$ cat config.mk
export PLATFORM = sky130hd
export DESIGN_NAME = sbe_front
export DESIGN_NICKNAME = d
export VERILOG_FILES = /design/src/rtl/sbe_pkg.sv /design/src/rtl/sbe_front.sv
export SDC_FILE = /design/constraint.sdc
export NUM_CORES = 1
export LEC_CHECK = 0
export CAP_MARGIN = 25
export CORE_MARGIN = 2
export CORE_UTILIZATION = 50
export DETAILED_ROUTE_END_ITERATION = 10
export DONT_BUFFER_PORTS = 1
export PLACE_DENSITY = 0.68
export SYNTH_ARGS = -nofsm -noshare
export SYNTH_HDL_FRONTEND = slang
export SYNTH_SLANG_ARGS = --single-unit
$ cat constraint.sdc
create_clock -name clk -period 4.7 [get_ports clk]
set_input_delay 0 -clock clk [delete_from_list [all_inputs] [get_ports clk]]
set_output_delay 0 -clock clk [all_outputs]
set_load 0.1 [all_outputs]
$ cat src/rtl/sbe_pkg.sv
// sbe_pkg: shared types, opcode and status codes, and helpers for the
// stack bytecode executor. No dependencies.
package sbe_pkg;

	localparam logic [7:0] OP_PUSHC   = 8'd1;
	localparam logic [7:0] OP_LOAD    = 8'd2;
	localparam logic [7:0] OP_STORE   = 8'd3;
	localparam logic [7:0] OP_POP     = 8'd4;
	localparam logic [7:0] OP_DUP     = 8'd5;
	localparam logic [7:0] IADD       = 8'd10;
	localparam logic [7:0] OP_ISUB    = 8'd11;
	localparam logic [7:0] OP_IMUL    = 8'd12;
	localparam logic [7:0] IDIV       = 8'd13;
	localparam logic [7:0] OP_IREM    = 8'd14;
	localparam logic [7:0] OP_INEG    = 8'd15;
	localparam logic [7:0] OP_IXOR    = 8'd16;
	localparam logic [7:0] OP_IAND    = 8'd17;
	localparam logic [7:0] OP_IOR     = 8'd18;
	localparam logic [7:0] LADD       = 8'd20;
	localparam logic [7:0] OP_LSUB    = 8'd21;
	localparam logic [7:0] OP_LMUL    = 8'd22;
	localparam logic [7:0] OP_LDIV    = 8'd23;
	localparam logic [7:0] OP_LREM    = 8'd24;
	localparam logic [7:0] OP_LNEG    = 8'd25;
	localparam logic [7:0] LXOR       = 8'd26;
	localparam logic [7:0] OP_RETURN  = 8'd90;

	localparam logic [1:0] MODE_POOL  = 2'd0;
	localparam logic [1:0] MODE_LOCAL = 2'd1;
	localparam logic [1:0] MODE_EXEC  = 2'd2;
	localparam logic [1:0] MODE_START = 2'd3;

	localparam logic [1:0] ST_VALUE   = 2'd0;
	localparam logic [1:0] ST_NONE    = 2'd1;
	localparam logic [1:0] ST_DIVZERO = 2'd2;
	localparam logic [1:0] ST_FAULT   = 2'd3;

	typedef enum logic [3:0] {
		K_PUSHC, K_LOAD, K_STORE, K_POP, K_DUP, K_NEG,
		K_ALU, K_MUL, K_DIV, K_RET, K_BAD
	} kind_t;

	typedef struct packed {
		logic [1:0]  mode;
		kind_t       kind;
		logic        lng;
		logic [7:0]  opc;
		logic [7:0]  index;
		logic [63:0] value;
		logic        tag;
		logic        last;
	} item_t;

	typedef struct packed {
		logic [1:0]  st;
		logic [63:0] val;
		logic        tag;
	} res_t;

	// status from the back end, watched by the top level checks
	typedef struct packed {
		logic enq;
		logic room;
		logic halted;
	} dbg_t;

	function automatic logic [63:0] sext32(input logic [63:0] v);
		return {{32{v[31]}}, v[31:0]};
	endfunction

	function automatic kind_t decode_kind(input logic [7:0] opc);
		kind_t k;
		case (opc)
			OP_PUSHC: k = K_PUSHC;
			OP_LOAD: k = K_LOAD;
			OP_STORE: k = K_STORE;
			OP_POP: k = K_POP;
			OP_DUP: k = K_DUP;
			OP_INEG, OP_LNEG: k = K_NEG;
			IADD, OP_ISUB, OP_IXOR, OP_IAND, OP_IOR, LADD, OP_LSUB, LXOR: k = K_ALU;
			OP_IMUL, OP_LMUL: k = K_MUL;
			IDIV, OP_IREM, OP_LDIV, OP_LREM: k = K_DIV;
			OP_RETURN: k = K_RET;
			default: k = K_BAD;
		endcase
		return k;
	endfunction

endpackage

$ cat src/rtl/sbe_front.sv
// sbe_front: accepts input transactions, classifies them and holds them in a
// two-entry queue for the back end. Depends on sbe_pkg.
module sbe_front (
	input  logic                clk,
	input  logic                arst_n,
	input  logic                push,
	output logic                full,
	input  logic [1:0]          mode,
	input  logic [7:0]          opcode,
	input  logic [7:0]          index,
	input  logic signed [63:0]  value,
	input  logic                is_long,
	input  logic                last_word,
	output logic                item_valid,
	output sbe_pkg::item_t      item,
	input  logic                item_pop
);
	sbe_pkg::item_t ent_q [2];
	sbe_pkg::item_t dec;
	logic           wr_q, rd_q;
	logic [1:0]     cnt_q;
	logic           do_push, do_pop;

	always_comb begin
		dec.mode  = mode;
		dec.kind  = sbe_pkg::decode_kind(opcode);
		dec.lng   = (opcode >= sbe_pkg::LADD) && (opcode <= sbe_pkg::LXOR);
		dec.opc   = opcode;
		dec.index = index;
		dec.value = is_long ? value : sbe_pkg::sext32(value);
		dec.tag   = is_long;
		dec.last  = last_word;
	end

	assign full       = (cnt_q == 2'd2);
	assign item_valid = (cnt_q != 2'd0);
	assign item       = ent_q[rd_q];
	assign do_push    = push && !full;
	assign do_pop     = item_pop && item_valid;

	always_ff @(posedge clk) begin
		if (do_push) begin
			ent_q[wr_q] <= dec;
		end
	end

	always_ff @(posedge clk or negedge arst_n) begin
		if (!arst_n) begin
			wr_q  <= 1'b0;
			rd_q  <= 1'b0;
			cnt_q <= 2'd0;
		end else begin
			if (do_push) begin
				wr_q <= ~wr_q;
			end
			if (do_pop) begin
				rd_q <= ~rd_q;
			end
			cnt_q <= cnt_q + {1'b0, do_push} - {1'b0, do_pop};
		end
	end
endmodule

==> metrics.yaml <==
grt.overflow.total: 0
clk_latency_ns: 0.42
io_pins: 179
vias: 3841
crit_type: "flop to output port"
avgViaCountPerCell: 5.472
start_kind: "flop"
finalSetupTns_ns: 0
die_w_um: 124.0
grt_pass1_wl_um: 20290
coreArea_um2: 13990
die_area_um2: 15380
cts_sinks: 182
maxCapViolations: 0
status: "finished clean"
avgSynthCellArea_um2: 17.23
path_max_fanout: 56
drtIter0Drc: 230
setup_violations: 0
route.detailed.drc: 0
slew_violations: 0
root_buffer: "clkbuf_16"
synth-simple-area-share: 0.05803
clk_path_buf_depth: 2
drive_gt1_frac: 0.2452
ys_seq_area_frac: 0.7561
final_cells: 702
hold_viol: 0
post-route-period-util: 0.5404
initial_core_util: 0.5148
synth_compound_area_frac: 0.01772
syn2layout_area_growth_pct: 23.02
ant_nets: 0
dp_cells: 581
synth_mux_area_frac: 0.1405
yosysUniqueCellTypes: 40
synth-seq-cells: 182
cts_hold_buf: 89
cts_buffers: 17
hold_class: "input pin to flop"
critPathArrivalTime_ns: 2.54
post-cts-setup-buffers: 0
syn_area_um2: 7202
finalClockSkew_ns: 0.005195
tightestPinTransition_ns: 0.8349
antenna_cells: 0
synth_xor_area_frac: 0.006081
io_buffers: 0
rsz0062_at_grt: "false"
firstDrtPassIters: 5
rows: 43
antenna_found_initial: 0
dieHeight_um: 124.0
finalNetCount: 599
synth_adder_area_share: 0.003475
wl_per_cell_um: 19.86
cts.repair.resized: 0
gp_congestion: 0.8139
hpwl_um: 8259
wirelength_um: 13940
grt_start_max_net_pins: 57
grt_pass1_vias: 3960
synth_nets: 508
ys_warn_count: 0
end_kind: "output port"
cp_data_required_time_ns: 4.70
period_minus_slack_ns: 2.540
grt_usage: 0.1818
clk_pin_slew_ns: 0.06
htreeDepth: 4
syn_inst: 418
synth_top_family_by_area: "multiplexers"
clock.fmax_mhz: 393.7
relSlewSlack: 0.4428
cts_tree: "yes"
path summary, 6_finish.rpt:
path,endpoint,cells after the start,from,slack [ns]
worst min-delay path,ent_q[1][86],3,opcode[0],0.03
worst max-delay path,item[23],2,rd_q,2.16
worst min register to register,cnt_q[1],1,cnt_q[1],0.50
max in group asynchronous,rd_q,2,arst_n,4.10
min in group asynchronous,rd_q,2,arst_n,0.40
worst max register to register,ent_q[1][2],3,cnt_q[1],2.51
area by class of cell:
type	instances	area, um^2
Sequential cell	182	5449
Fill cell	1002	5129
Tap cell	180	225.2
Multi-Input combinational cell	209	1639
Timing Repair Buffer	94	938.4
Clock inverter	13	156.4
Clock buffer	19	432.9
Inverter	5	18.77
synthesized netlist by cell type:
library cell	count	area, um^2
edfxtp_1	178	5345
mux2_2	89	1002
nand2_1	68	255.2
buf_2	11	55.05
clkbuf_1	9	33.78
a21oi_1	4	20.02
dfrtp_1	4	100.1
inv_1	4	15.01
nor2_1	4	15.01
nand2b_1	3	18.77
or3_1	3	18.77
xnor2_1	3	26.28
a31oi_1	2	12.51
and2b_1	2	15.01
and3_1	2	12.51
buf_6	2	22.52
ha_1	2	25.02
nand4_1	2	12.51
nor2b_1	2	12.51
nor3_1	2	10.01
o21ai_0	2	10.01
xor2_1	2	17.52
a211o_1	1	8.760
a211oi_1	1	7.510
a21boi_1	1	7.510
a311oi_1	1	8.760
a32o_1	1	10.01
and2_1	1	6.260
and3b_1	1	8.760
inv_2	1	3.750
mux2i_1	1	10.01
nand3_1	1	5.000
nand4b_1	1	8.760
nor3b_2	1	12.51
o2111ai_1	1	8.760
o211ai_1	1	7.510
o21bai_1	1	7.510
o311a_1	1	10.01
o311ai_0	1	8.760
or2_2	1	6.260
layout by cell type, fill, tap and decap left out, types with 3 or more instances in the layout:
cell,count
mux2_2,89
clkinv_1,3
or3_1,3
inv_1,4
nor2_1,3
nand2b_1,3
bufinv_16,3
clkbuf_16,17
xnor2_1,3
dfrtp_1,3
clkinv_4,3
buf_4,5
dlygate4sd3_1,88
a21oi_1,4
edfxtp_1,178
nand2_1,68
stage by stage:
step,utilization,setup WS [ns],hold WS (ns),instance area [um^2]
after floorplan,-,1.361,-0.2956,7204
after global placement,0.5268,2.524,-0.2955,7370
after detailed placement,0.5268,2.505,-0.2955,7370
after CTS,0.6334,2.093,0.003403,8860
after global routing,0.6334,2.001,0.04652,8860
final,0.6334,2.160,0.02841,8860
kinds of logic after synthesis:
family / Yosys count
xor+xnor: 5
buf+inv: 27
simple gates: 94
fa+ha+maj: 2
compound gates: 18
mux: 90
flops: 182
metal layers:
metal  vias up  GRT usage  part of all wire
li1       1768          -                 -
met1      1908     0.2062              0.40
met2       146     0.3056              0.51
met3        19    0.07555             0.081
met4         0    0.07303             0.017
met5         -          0                 0
worst max-delay path, cell delays in order (launching register included):
cell     delay (ns)
dfrtp_4        0.92
buf_4          0.55
mux2_2         0.62
flip-flops by register name (all words and copies together), names as in the netlist:
name	cells
wr_q	1
rd_q	1
ent_q	178
cnt_q	2
Power is not shown: default switching activity piles up to over one toggle a cycle in this logic, so the estimate is an artifact.
